[src/srp_pkg.sv]
`default_nettype none
// ----------------------------------------------------------------------------
// srp_pkg
// shared types, constants and the arctangent table for the ray projector
// ----------------------------------------------------------------------------
package srp_pkg;

   localparam int MaxRays    = 4096;
   localparam bit InfIsValid = 1'b0;
   localparam int CountCapInt = (MaxRays < 8191) ? MaxRays : 8191;
   localparam logic [12:0] CountCap = 13'(CountCapInt);

   localparam int CordicIters = 16;
   localparam logic signed [33:0] CordicGain = 34'sd652032874;

   localparam logic [1:0] KIND_FINITE = 2'd0;
   localparam logic [1:0] KIND_POSINF = 2'd1;

   localparam logic [2:0] REG_START_ANGLE = 3'd0;
   localparam logic [2:0] REG_ANGLE_STEP  = 3'd1;
   localparam logic [2:0] REG_RANGE_MIN   = 3'd2;
   localparam logic [2:0] REG_RANGE_MAX   = 3'd3;
   localparam logic [2:0] REG_OBST_LIMIT  = 3'd4;
   localparam logic [2:0] REG_STRIDE      = 3'd5;
   localparam logic [2:0] REG_SENSOR_X    = 3'd6;
   localparam logic [2:0] REG_SENSOR_Y    = 3'd7;

   // classified ray handed from front to back
   typedef struct packed {
      logic        point;
      logic        counted;
      logic [12:0] count;
      logic        last;
      logic [15:0] range;
      logic [15:0] angle;
   } ray_type;

   function automatic logic signed [15:0] atan_entry(input logic [3:0] i);
      logic signed [15:0] r;
      begin
         case (i)
            4'd0: r = 16'sd8192;   4'd1: r = 16'sd4836;
            4'd2: r = 16'sd2555;   4'd3: r = 16'sd1297;
            4'd4: r = 16'sd651;    4'd5: r = 16'sd326;
            4'd6: r = 16'sd163;    4'd7: r = 16'sd81;
            4'd8: r = 16'sd41;     4'd9: r = 16'sd20;
            4'd10: r = 16'sd10;    4'd11: r = 16'sd5;
            4'd12: r = 16'sd3;     4'd13: r = 16'sd1;
            4'd14: r = 16'sd1;     default: r = 16'sd0;
         endcase
         return r;
      end
   endfunction

endpackage
`default_nettype wire

[src/srp_fifo.sv]
`default_nettype none
// ----------------------------------------------------------------------------
// srp_fifo
// four-entry queue of classified rays between front and back
// ----------------------------------------------------------------------------
module srp_fifo import srp_pkg::*; (
   input  wire logic clock,
   input  wire logic reset,
   input  wire logic push,
   input  ray_type   push_data,
   output logic      full,
   input  wire logic pop,
   output logic      not_empty,
   output ray_type   pop_data
);
   ray_type     mem [4];
   logic [1:0]  wr_ff, rd_ff;
   logic [2:0]  cnt_ff;

   assign full      = cnt_ff == 3'd4;
   assign not_empty = cnt_ff != 3'd0;
   assign pop_data  = mem[rd_ff];

   always_ff @(posedge clock) begin
      if (push) mem[wr_ff] <= push_data;
   end

   always_ff @(posedge clock) begin
      if (reset) begin
         wr_ff <= '0; rd_ff <= '0; cnt_ff <= '0;
      end else begin
         if (push) wr_ff <= wr_ff + 2'd1;
         if (pop)  rd_ff <= rd_ff + 2'd1;
         cnt_ff <= cnt_ff + {2'd0, push} - {2'd0, pop};
      end
   end
endmodule
`default_nettype wire

[config.mk]
export PLATFORM = sky130hd
export DESIGN_NAME = srp_fifo
export DESIGN_NICKNAME = d
export VERILOG_FILES = /design/src/srp_pkg.sv /design/src/srp_fifo.sv
export SDC_FILE = /design/constraint.sdc
export NUM_CORES = 1
export LEC_CHECK = 0
export ABC_CLOCK_PERIOD_IN_PS = 3450
export BUFFER_PORTS_ARGS = -buffer_cell sky130_fd_sc_hd__buf_2
export CAP_MARGIN = 20
export CORE_AREA = 10 10 122 124
export DETAILED_ROUTE_END_ITERATION = 8
export DIE_AREA = 0 0 132 134
export HOLD_SLACK_MARGIN = 0.06
export PLACE_DENSITY = 0.8
export SLEW_MARGIN = 15
export SYNTH_ARGS = -nofsm -noshare
export SYNTH_HDL_FRONTEND = slang
export SYNTH_SLANG_ARGS = --single-unit
[constraint.sdc]
create_clock -name clock -period 3.45 [get_ports clock]
set_input_delay 0.345 -clock clock [delete_from_list [all_inputs] [get_ports clock]]
set_output_delay 0.345 -clock clock [all_outputs]
set_load 0.01 [all_outputs]
==> flow_metrics.py <==
metrics = {
    "status": {
        "status": "complete, no violations",
    },
    "worst_hold_path": {
        "hold_path_class": "in -> reg",
    },
    "synth": {
        "yosysSeqAreaShare_pct": 80.8,
        "ys_warn_count": 0,
        "synth_cells": 292,
        "synth.avg_cell_area_um2": 25.2,
        "synth_cell_types": 21,
        "ys_ff_latch": 201,
        "syn_nets": 351,
        "synth_area_um2": 7360,
    },
    "cells_and_area": {
        "area_growth_pct": 18.7,
        "drive_above_1_share_pct": 44.6,
        "finalNonFillerCells": 598,
        "mostFrequentLayoutCells": "192 x edfxtp_1, 101 x buf_2, 48 x mux4_2",
        "nets": 471,
        "fillerInstances": 773,
        "postLayoutCellArea_um2": 8730,
        "final_common_cell": "edfxtp_1",
    },
    "floorplanning": {
        "ios": 102,
        "num_rows": 41,
        "die_height_um": 134,
        "coreArea_um2": 12500,
        "start_util_pct": 59.0,
        "die_area_um2": 17700,
        "die_w_um": 132,
    },
    "route": {
        "routed_wl_um": 13500,
        "num_vias": 3354,
        "drcViolationCount": 0,
        "dr.pass1.iters": 4,
        "postRouteAntennaNets": 0,
        "drtIter0Drc": 263,
        "wl_per_cell_um": 22.6,
        "viasPerCell": 5.61,
    },
    "place": {
        "post_dp_cell_area_um2": 8100,
        "hpwlAfterDp_um": 8670,
        "port_buffers": 101,
        "routabilityCongestion": 0.715,
        "dp_cells": 563,
    },
    "clocking": {
        "numCtsBuffers": 19,
        "cts_sinks": 201,
        "cts_resized": 0,
        "cts-root-buf": "clkbuf_16",
        "clkTransAtPathRegs_ns": 0.07,
        "clk_path_buf_depth": 3,
        "tritoncts": "yes",
        "ctsHoldBuffers": 0,
        "cts_setup_buffers": 0,
        "clk_latency_ns": 0.47,
        "cts_htree_levels": 1,
    },
    "global_routing": {
        "grt_max_degree": 49,
        "antenna_found_initial": 2,
        "grt_util_met2_pct": 25.2,
        "met3_usage_pct": 4.52,
        "track_usage_pct": 15.2,
        "use_met1_pct": 19.4,
        "grt_pass1_vias": 3662,
        "grt_pass1_wl_um": 21100,
        "grt-busiest-layer": "met2",
        "grt_remaining_overflow": 0,
    },
    "sta": {
        "skew_ns": 0.00948,
        "fin_tns_setup_ns": 0,
        "period_share_pct": 73.0,
        "slew_viol_final": 0,
        "worst_pin_slew_ns": 0.852,
        "fin_crit_ns": 2.52,
        "slew_headroom_pct": 43.2,
        "max_freq_mhz": 397,
        "grt_setup_unrepaired": "no",
        "hold_viol_final": 0,
        "finalSetupViolCount": 0,
        "holdWs_ns": 0.0921,
    },
    "pwr": {
        "vdd_ir_drop_max_uv": 370,
        "p_per_area_nw_per_um2": 624,
        "p_comb_share_pct": 9.5,
        "p_sw_w": 0.00113,
        "switching_share_pct": 20.7,
        "power.leakage_nw": 2.98,
        "power_frac_clock_pct": 38.1,
        "power_frac_seq_pct": 52.4,
        "intPower_w": 0.00432,
    },
    "critical_path": {
        "start_kind": "flop",
        "worstPathRequired_ns": 3.11,
        "crit_path_end_kind": "primary output",
        "critPathKind": "reg -> out",
        "critPathMaxFanout": 26,
        "worstPathArrival_ns": 2.17,
    },
    "job": {
        "drv_cap": 0,
    },
}
layer usage:
metal | wire, um | up-vias
met5 | 13 | -
met4 | 214 | 2
met3 | 910 | 21
met2 | 6750 | 99
met1 | 5610 | 1761
li1 | - | 1471
critical path, stage by stage (launching register included):
cell,delay (ns)
dfxtp_4,0.66
buf_12,0.29
mux4_2,0.56
buf_2,0.16
synthesized netlist by cell type:
library cell | number | area [um2]
edfxtp_1 | 192 | 5770
clkbuf_1 | 2 | 7.51
and2_1 | 4 | 25.0
and3_1 | 1 | 6.26
nor2b_1 | 2 | 12.5
buf_2 | 3 | 15.0
mux4_2 | 48 | 1080
a21bo_2 | 1 | 10.0
buf_6 | 3 | 33.8
nand3b_1 | 1 | 7.51
mux2i_1 | 1 | 10.0
nor2_1 | 5 | 18.8
or3_1 | 1 | 6.26
a21oi_1 | 1 | 5.00
buf_4 | 2 | 15.0
xnor2_1 | 2 | 17.5
inv_1 | 6 | 22.5
fa_1 | 1 | 20.0
xor3_1 | 1 | 23.8
ha_1 | 6 | 75.1
dfxtp_1 | 9 | 180
per-stage QoR:
stage | utilization [%] | total power, W | setup slack [ns]
3_3_place_gp | 65.0 | 0.00341 | 1.38
6_report | 70.0 | 0.00545 | 0.930
3_5_place_dp | 65.0 | 0.00344 | 1.39
4_1_cts | 70.0 | 0.00551 | 0.881
2_1_floorplan | - | 0.00321 | 1.35
5_1_grt | 70.0 | 0.00565 | 0.785
cell type report:
type / count / area, um2 / area share [%]
flip-flops and latches: 201 / 5950 / 68.1
well taps: 172 / 215 / 2.46
clock buffers: 26 / 512 / 5.86
repair buffers: 109 / 591 / 6.76
inverters: 6 / 22.5 / 0.258
diodes: 2 / 5.00 / 0.0573
clock inverters: 7 / 113 / 1.29
multi-input cells: 75 / 1320 / 15.2
flip-flops by register name (all words and copies together), names as in the netlist, named ones only:
name	count
cnt_ff	3
rd_ff	2
mem	192
wr_ff	2
kinds of logic after synthesis:
kind of cell | Yosys count | synth area share (%)
AO/OA/AOI/OAI | 2 | 0.204
XOR/XNOR | 3 | 0.561
adder cells (fa/ha/maj) | 7 | 1.29
buffers and inverters | 16 | 1.28
flip-flops | 201 | 80.8
multiplexers | 49 | 14.8
AND/OR/NAND/NOR | 14 | 1.04
power groups by stage:
| stage | combinational [W] | clock, W | sequential [W] |
|---|---|---|---|
| after floorplan | 0.000332 | 0 | 0.00288 |
| after global placement | 0.000518 | 0 | 0.00290 |
| after detailed placement | 0.000533 | 0 | 0.00291 |
| after CTS | 0.000538 | 0.00211 | 0.00286 |
| after global routing | 0.000569 | 0.00221 | 0.00287 |
| final | 0.000520 | 0.00207 | 0.00285 |
path summary, 6_finish.rpt:
check,end,slack [ns],cells after the start,start
max reg2reg,mem[2][21],1.51,4,wr_ff[0]
min,mem[2][9],0.09,1,push_data[9]
max,pop_data[35],0.93,3,flop
min reg2reg,flop,0.53,2,rd_ff[1]
No activity file was read; power rests on OpenSTA's default activity.
