[src/srp_pkg.sv]
`default_nettype none
// ----------------------------------------------------------------------------
// srp_pkg
// shared types, constants and the arctangent table for the ray projector
// ----------------------------------------------------------------------------
package srp_pkg;

   localparam int MaxRays    = 4096;
   localparam bit InfIsValid = 1'b0;
   localparam int CountCapInt = (MaxRays < 8191) ? MaxRays : 8191;
   localparam logic [12:0] CountCap = 13'(CountCapInt);

   localparam int CordicIters = 16;
   localparam logic signed [33:0] CordicGain = 34'sd652032874;

   localparam logic [1:0] KIND_FINITE = 2'd0;
   localparam logic [1:0] KIND_POSINF = 2'd1;

   localparam logic [2:0] REG_START_ANGLE = 3'd0;
   localparam logic [2:0] REG_ANGLE_STEP  = 3'd1;
   localparam logic [2:0] REG_RANGE_MIN   = 3'd2;
   localparam logic [2:0] REG_RANGE_MAX   = 3'd3;
   localparam logic [2:0] REG_OBST_LIMIT  = 3'd4;
   localparam logic [2:0] REG_STRIDE      = 3'd5;
   localparam logic [2:0] REG_SENSOR_X    = 3'd6;
   localparam logic [2:0] REG_SENSOR_Y    = 3'd7;

   // classified ray handed from front to back
   typedef struct packed {
      logic        point;
      logic        counted;
      logic [12:0] count;
      logic        last;
      logic [15:0] range;
      logic [15:0] angle;
   } ray_type;

   function automatic logic signed [15:0] atan_entry(input logic [3:0] i);
      logic signed [15:0] r;
      begin
         case (i)
            4'd0: r = 16'sd8192;   4'd1: r = 16'sd4836;
            4'd2: r = 16'sd2555;   4'd3: r = 16'sd1297;
            4'd4: r = 16'sd651;    4'd5: r = 16'sd326;
            4'd6: r = 16'sd163;    4'd7: r = 16'sd81;
            4'd8: r = 16'sd41;     4'd9: r = 16'sd20;
            4'd10: r = 16'sd10;    4'd11: r = 16'sd5;
            4'd12: r = 16'sd3;     4'd13: r = 16'sd1;
            4'd14: r = 16'sd1;     default: r = 16'sd0;
         endcase
         return r;
      end
   endfunction

endpackage
`default_nettype wire

[src/srp_front.sv]
`default_nettype none
// ----------------------------------------------------------------------------
// srp_front
// keeps angle, stride phase and valid count; classifies each ray
// ----------------------------------------------------------------------------
module srp_front import srp_pkg::*; (
   input  wire logic        clock,
   input  wire logic        reset,
   input  wire logic        take,
   input  wire logic [15:0] range_mm,
   input  wire logic [1:0]  range_kind,
   input  wire logic        first_ray,
   input  wire logic        last_ray,
   input  wire logic [15:0] start_angle,
   input  wire logic [15:0] angle_step,
   input  wire logic [15:0] min_range,
   input  wire logic [15:0] max_range,
   input  wire logic [15:0] obstacle_limit,
   input  wire logic [4:0]  stride,
   output ray_type          ray
);
   logic [15:0] angle_ff, angle_in, ang;
   logic [3:0]  phase_ff, phase_in, phase;
   logic [12:0] total_ff, total_in, total;
   logic [4:0]  eff_stride, phase_inc;
   logic        hit, clr, counted;

   always_comb begin
      eff_stride = (stride == 5'd0) ? 5'd1 : ((stride > 5'd16) ? 5'd16 : stride);
      ang   = first_ray ? start_angle : angle_ff;
      phase = first_ray ? 4'd0 : phase_ff;
      total = first_ray ? 13'd0 : total_ff;
      hit = (range_kind == KIND_FINITE) && (range_mm >= min_range) &&
            (range_mm <= max_range);
      clr = InfIsValid && ((range_kind == KIND_POSINF) ||
            ((range_kind == KIND_FINITE) && (range_mm > max_range)));
      counted = (phase == 4'd0) && (hit || clr);
      total_in = (counted && total < CountCap) ? total + 13'd1 : total;
      phase_inc = {1'b0, phase} + 5'd1;
      phase_in = (phase_inc >= eff_stride) ? 4'd0 : phase_inc[3:0];
      angle_in = ang + angle_step;
      ray.point   = (phase == 4'd0) && hit && (range_mm <= obstacle_limit);
      ray.counted = counted;
      ray.count   = total_in;
      ray.last    = last_ray;
      ray.range   = range_mm;
      ray.angle   = ang;
   end

   always_ff @(posedge clock) begin
      if (reset) begin
         angle_ff <= '0;
         phase_ff <= '0;
         total_ff <= '0;
      end else if (take) begin
         angle_ff <= angle_in;
         phase_ff <= phase_in;
         total_ff <= total_in;
      end
   end
endmodule
`default_nettype wire

[config.mk]
export PLATFORM = sky130hd
export DESIGN_NAME = srp_front
export DESIGN_NICKNAME = d
export VERILOG_FILES = /design/src/srp_pkg.sv /design/src/srp_front.sv
export SDC_FILE = /design/constraint.sdc
export NUM_CORES = 1
export LEC_CHECK = 0
export ABC_AREA = 1
export BUFFER_PORTS_ARGS = -buffer_cell sky130_fd_sc_hd__buf_2
export CORE_ASPECT_RATIO = 0.8
export CORE_MARGIN = 1
export CORE_UTILIZATION = 52
export CTS_CLUSTER_DIAMETER = 150
export CTS_CLUSTER_SIZE = 10
export DETAILED_ROUTE_END_ITERATION = 10
export GPL_TIMING_DRIVEN = 0
export MAX_ROUTING_LAYER = met4
export PLACE_DENSITY = 0.83
export SLEW_MARGIN = 20
export SYNTH_ARGS = -nofsm -noshare
export SYNTH_HDL_FRONTEND = slang
export SYNTH_SLANG_ARGS = --single-unit
[constraint.sdc]
create_clock -name clock -period 2.9 [get_ports clock]
set_input_delay 0.29 -clock clock [delete_from_list [all_inputs] [get_ports clock]]
set_output_delay 0.29 -clock clock [all_outputs]
set_load 0.1 [all_outputs]
==> flow_metrics.py, run 1 <==
metrics = {
    "grt": {
        "antenna_found_initial": 0,
        "first_global_vias": 4808,
        "leftover_overflow_at_the_end_of_global_routing": 0,
        "grt_usage_pct": 30.3,
        "grt_start_max_net_pins": 20,
        "grt_pass1_wl_mm": 21.0,
    },
    "sta": {
        "finalSetupViolCount": 0,
        "tightest_slew_ns": 0.614,
        "grt_setup_unrepaired": "no",
        "fmax_ghz": 0.365,
        "final-hold-violation-count": 0,
        "fin_skew_ns": 0.00579,
        "worst_slew_margin_rel_pct": 59.1,
        "period_share_pct": 94.5,
        "report.final.slew_viol_count": 0,
        "finalCriticalPeriod_ns": 2.74,
    },
    "synthesis": {
        "synth-seq-cells": 33,
        "synth_top_family_by_area": "simple AND/OR/NAND/NOR gates",
        "postSynthCellCount": 697,
        "synth_enable_flop_cells": 0,
        "ys.flop_type": "dfxtp_1",
        "seq_area_frac_synth_pct": 15.3,
        "muxShareOfSynthArea_pct": 0,
        "netlist-cell-type-count": 35,
        "synth_area_per_cell_um2": 6.21,
        "synth_compound_area_share_pct": 15.0,
        "synthXorXnorAreaFrac_pct": 3.84,
        "area_contributors_post_synth": "ha_1, dfxtp_1, nand2_1",
        "yosysTopAreaCell": "ha_1",
        "synth_net_count": 877,
        "ys.warnings.count": 0,
        "summed_instance_area_of_the_synthesized_netlist_um2": 4330,
        "yosysTopAreaCellShare_pct": 20.5,
        "ys_async_sr_fraction_pct": 0,
        "synth_simple_gate_area_share_pct": 27.4,
        "synth_adder_area_share_pct": 21.0,
    },
    "cts": {
        "cts_tree": "yes",
        "clock_root_buffer": "clkbuf_8",
        "clock-sinks": 33,
        "path_clk_slew_ns": 0.08,
        "clock_latency_reported_for_the_late_side_of_the_worst_skew_pair_ns": 0.29,
        "cts-htree-levels": 2,
        "cts_max_path_buffers": 2,
        "numCtsBuffers": 5,
    },
    "power": {
        "p_comb_share_pct": 55.8,
        "internal_power_uw": 976,
        "powerDensity_nw_per_um2": 354,
        "switching_share_pct": 49.7,
        "share_clk_of_total_power_pct": 18.3,
        "power.net_switching_uw": 964,
        "power.sequential.fraction_pct": 25.9,
        "max-vdd-ir-drop_v": 0.000335,
        "power.static_leakage_uw": 0.00321,
    },
    "worst_hold_path": {
        "timing.hold.worst.class": "in -> reg",
    },
    "finish": {
        "final.fill_count": 741,
        "antenna-diode-count": 0,
        "final_cell_mix": "nand2_1, buf_2, inv_1",
        "final_layout_size_suffix_gt1_share_pct": 25.5,
        "flow.area_growth_from_synthesis_pct": 26.7,
        "utilization_pct": 68.7,
        "final-instance-count-excl-fill": 964,
        "nNetsFinal": 1035,
        "layout.cells.most_common": "nand2_1",
        "multi_input_comb_area_um2": 3080,
        "ff_latch_area_um2": 661,
    },
    "place": {
        "dp_hpwl_mm": 10.7,
        "gp_routability_congestion": 0.936,
        "placed_cells": 957,
        "portBuffers": 152,
    },
    "floorplan": {
        "core_um2": 7980,
        "start_util_pct": 54.2,
        "floorplan.die_area_um2": 8700,
        "top_level_ports": 156,
        "die_h_um": 83.6,
        "floorplan.die.width_um": 104,
        "std_cell_rows": 29,
    },
    "critical_path": {
        "timing.setup.critical_path_class": "in -> reg",
        "cp_data_arrival_time_ns": 2.94,
        "cpMaxStageDelayCell": "fa_1",
        "cell_repeated_most_along_the_worst_path": "nand2_1",
        "endpoint_kind": "flip-flop",
        "critical_path_peak_fanout": 19,
        "crit_required_ns": 3.09,
        "cp-start-kind": "input port",
        "cp_slowest_stage_delay_ns": 0.43,
        "crit_chain": "buf_2 -> buf_6 -> buf_2 -> nand2_1 -> nand2_4 -> ha_1 -> inv_1 -> fa_1 -> nor3_1 -> nor2_1 -> inv_1 -> nand2_1 -> nand2_1 -> nand3_1 -> nand3_1 -> nand3_1 -> nand2_1 -> inv_1",
    },
    "detailed_routing": {
        "detailedRoute.firstPassIterationCount": 5,
        "vias": 4978,
        "drt-initial-drc-count": 335,
        "antenna_violating_nets_post_route": 0,
        "totalWireLength_mm": 12.7,
        "vias_per_cell": 5.16,
        "drt-wirelength-per-cell_um": 13.1,
        "remaining_drc_errors": 0,
    },
    "run_status": {
        "status": "finished, final reports clean",
    },
    "flow_run": {
        "cap_violations": 0,
    },
}
[timing repair]
action                     4_1_cts  5_1_grt
buffers inserted                 0        0
hold buffers                     0        0
gates resized for setup          1        3
setup endpoints to repair        4        5
pin swaps                        0        0
[registers in the layout (all words and copies together), names as in the netlist]
register and cells:
phase_ff 4, angle_ff 16, total_ff 13
[path summary, 6_finish.rpt]
path / depth (start not counted) / endpoint / slack (ns) / startpoint
worst max-delay path: 18 / angle_ff[12] / 0.16 / first_ray
worst min-delay path: 4 / angle_ff[0] / 0.40 / angle_step[0]
worst max register to register: 12 / angle_ff[15] / 0.55 / angle_ff[1]
worst min register to register: 2 / angle_ff[0] / 0.46 / angle_ff[0]
[metal layers]
metal	global-route usage, %	vias up	share of wire [%]
met4	8.05	0	2.0
met3	3.83	22	6.4
met1	39.8	2244	46
met2	49.2	173	45
met5	-	-	0
li1	-	2539	-
[cells in the mapped netlist (3+ instances only)]
| library cell | count |
|---|---|
| nand3_1 | 35 |
| nor2_1 | 40 |
| nor3b_1 | 3 |
| buf_4 | 19 |
| inv_1 | 140 |
| nand4_1 | 20 |
| ha_1 | 71 |
| xnor2_1 | 8 |
| nand2_1 | 157 |
| a21o_1 | 4 |
| a21oi_1 | 68 |
| buf_2 | 3 |
| dfxtp_1 | 33 |
| nor3_1 | 7 |
| clkbuf_1 | 12 |
| xor2_1 | 11 |
| o21ai_0 | 43 |
[worst max-delay path, delay by kind of cell]
family | cells | cell delay [ns]
buffers and inverters | 6 | 0.95
AND/OR/NAND/NOR | 10 | 1.11
adder cells (fa/ha/maj) | 2 | 0.59
[logic make-up after synthesis]
group                    Yosys count
buffers and inverters            178
adder cells (fa/ha/maj)           72
XOR/XNOR                          19
AND/OR/NAND/NOR                  273
AO/OA/AOI/OAI                    122
flip-flops                        33
[metrics by stage]
step                TNS (ns)  power (µW)  hold slack [ns]  worst slack, ns  cell area [µm²]
CTS                        0        1940            0.400           0.0878             5480
detailed placement     -2.54        1580            0.455           -0.389             5390
floorplan            -0.0436        1330            0.441          -0.0238             4500
global placement       -1.83        1550            0.449           -0.332             5390
global route               0        2070            0.443          0.00873             5490
finish                     0        1940            0.400            0.158             5490
[cell type report]
cell class                      instances  area share (%)
Clock buffer                            5            1.25
Timing Repair Buffer                  152            14.0
Buffer                                 36            4.20
Sequential cell                        33            12.0
Inverter                              141            9.65
Multi-Input combinational cell        486            56.1
Clock inverter                          3           0.319
Tap cell                              108            2.46
[power by group through the flow]
stage | registers, µW | logic, µW | clock network [µW]
after global placement | 511 | 1040 | 0
after global routing | 506 | 1180 | 384
after CTS | 502 | 1080 | 360
after detailed placement | 512 | 1070 | 0
after floorplan | 509 | 818 | 0
final | 502 | 1080 | 355
No activity file was read; power rests on OpenSTA's default activity.
==> inputs of run 2 (changes only) <==
Settings changed: PLACE_DENSITY 0.83 to 0.86.
==> flow_metrics.py, run 2 (synthesized netlist as in run 1, its figures left out) <==
metrics = {
    "finish": {
        "nNetsFinal": 1035,
        "reg.largest.list": "angle_ff (16), total_ff (13), phase_ff (4)",
        "final_layout_size_suffix_gt1_share_pct": 25.4,
        "layout.cells.most_common": "nand2_1",
        "antenna-diode-count": 0,
        "largest_register_ffs": 16,
        "final.fill_count": 752,
        "max_flop_register": "angle_ff",
        "final_cell_mix": "nand2_1, buf_2, inv_1",
        "flow.area_growth_from_synthesis_pct": 27.6,
    },
    "grt": {
        "grtUsageMet2_pct": 49.9,
        "grt_start_max_net_pins": 20,
        "grt_usage_pct": 30.3,
        "antenna_found_initial": 0,
        "use_met3_pct": 4.53,
        "globalRoute.busiestLayer": "met2",
        "first_global_vias": 4761,
        "leftover_overflow_at_the_end_of_global_routing": 0,
        "grt_pass1_wl_mm": 21.1,
        "gr-usage-met1_pct": 38.8,
    },
    "critical_path": {
        "cp_data_arrival_time_ns": 2.45,
        "endpoint_kind": "output port",
        "cp-start-kind": "flip-flop",
        "crit_path_start": "phase_ff[0]",
        "r2r.worst_path.cells": 12,
        "crit_required_ns": 2.61,
        "worst_r2r_startpoint": "angle_ff[1]",
        "critical_path_peak_fanout": 10,
        "timing.setup.critical_path_class": "reg -> out",
    },
    "sta": {
        "fmax_ghz": 0.366,
        "finalCriticalPeriod_ns": 2.74,
        "setup_tns_ns": 0,
        "grt_setup_unrepaired": "no",
        "worst_slew_margin_rel_pct": 57.9,
        "final.hold.worst_slack_ns": 0.419,
        "period_share_pct": 94.3,
        "final-hold-violation-count": 0,
        "report.final.slew_viol_count": 0,
        "finalSetupViolCount": 0,
        "tightest_slew_ns": 0.632,
        "fin_skew_ns": 0.00433,
    },
    "floorplan": {
        "floorplan.die_area_um2": 8700,
        "die_h_um": 83.6,
        "start_util_pct": 54.2,
        "top_level_ports": 156,
        "floorplan.die.width_um": 104,
        "std_cell_rows": 29,
        "core_um2": 7980,
    },
    "power": {
        "power.sequential.fraction_pct": 24.4,
        "switching_share_pct": 46.8,
        "power.net_switching_uw": 959,
        "internal_power_uw": 1090,
        "max-vdd-ir-drop_v": 0.000250,
        "share_clk_of_total_power_pct": 23.0,
        "powerDensity_nw_per_um2": 371,
        "p_comb_share_pct": 52.5,
        "power.static_leakage_uw": 0.00323,
    },
    "worst_hold_path": {
        "holdCritStartpoint": "angle_step[0]",
        "timing.hold.worst.class": "in -> reg",
        "holdPathStages": 4,
    },
    "detailed_routing": {
        "totalWireLength_mm": 12.6,
        "drt-initial-drc-count": 342,
        "vias": 4999,
        "vias_per_cell": 5.19,
        "remaining_drc_errors": 0,
        "detailedRoute.firstPassIterationCount": 5,
        "antenna_violating_nets_post_route": 0,
        "drt-wirelength-per-cell_um": 13.1,
    },
    "run_status": {
        "status": "finished, final reports clean",
    },
    "place": {
        "portBuffers": 152,
        "dp_hpwl_mm": 10.5,
        "gp_routability_congestion": 0.979,
    },
    "cts": {
        "clock_latency_reported_for_the_late_side_of_the_worst_skew_pair_ns": 0.29,
        "numCtsBuffers": 5,
        "cts-htree-levels": 2,
        "holdBufCountCts": 0,
        "cts_tree": "yes",
        "clock-sinks": 33,
        "path_clk_slew_ns": 0.07,
        "clock_root_buffer": "clkbuf_8",
        "number_of_setup_buffers_added_after_cts": 0,
        "cts_max_path_buffers": 2,
        "cts_resized": 1,
    },
    "flow_run": {
        "cap_violations": 0,
    },
}
## run 2: cell type report
type	count	area [µm²]	share of cell area (%)
repair buffers	152	773	14.0
clock inverters	1	30.0	0.543
clock buffers	7	86.3	1.56
plain buffers	36	233	4.21
well taps	108	135	2.45
multi-input cells	486	3080	55.7
flip-flops and latches	33	661	12.0
inverters	141	529	9.58
## run 2: final timing paths
kind	slack (ns)	to
min reg2reg	0.47	phase_ff[3]
max	0.16	ray[46]
min	0.42	angle_ff[0]
max reg2reg	0.61	angle_ff[15]
## run 2: power groups by stage
stage / logic [µW] / registers, µW / clock network [µW]
2_1_floorplan: 818 / 509 / 0
3_3_place_gp: 1030 / 510 / 0
3_5_place_dp: 1060 / 512 / 0
4_1_cts: 1070 / 501 / 475
5_1_grt: 1180 / 504 / 491
6_report: 1080 / 501 / 472
## run 2: routing by layer
layer | vias to the layer above | wire, µm
met5 | - | 0
li1 | 2529 | -
met2 | 187 | 5730
met3 | 29 | 798
met1 | 2254 | 5840
met4 | 0 | 280
## run 2: metrics by stage
stage	instances	utilization, %	worst slack [ns]	total power [µW]	area, µm²
finish	964	69.2	0.165	2050	5530
global route	964	69.2	0.00139	2170	5530
CTS	964	69.0	0.0735	2050	5510
detailed placement	957	67.6	-0.339	1580	5390
global placement	957	67.6	-0.301	1540	5390
floorplan	697	-	-0.0238	1330	4500
## run 2: critical path, cell delays in order (launching register included)
cell	delay, ns
dfxtp_1	0.33
nand2_1	0.10
ha_1	0.15
nor3b_1	0.28
nand3_2	0.18
a21oi_4	0.22
buf_4	0.21
nand2_1	0.11
inv_1	0.07
buf_4	0.09
buf_2	0.41
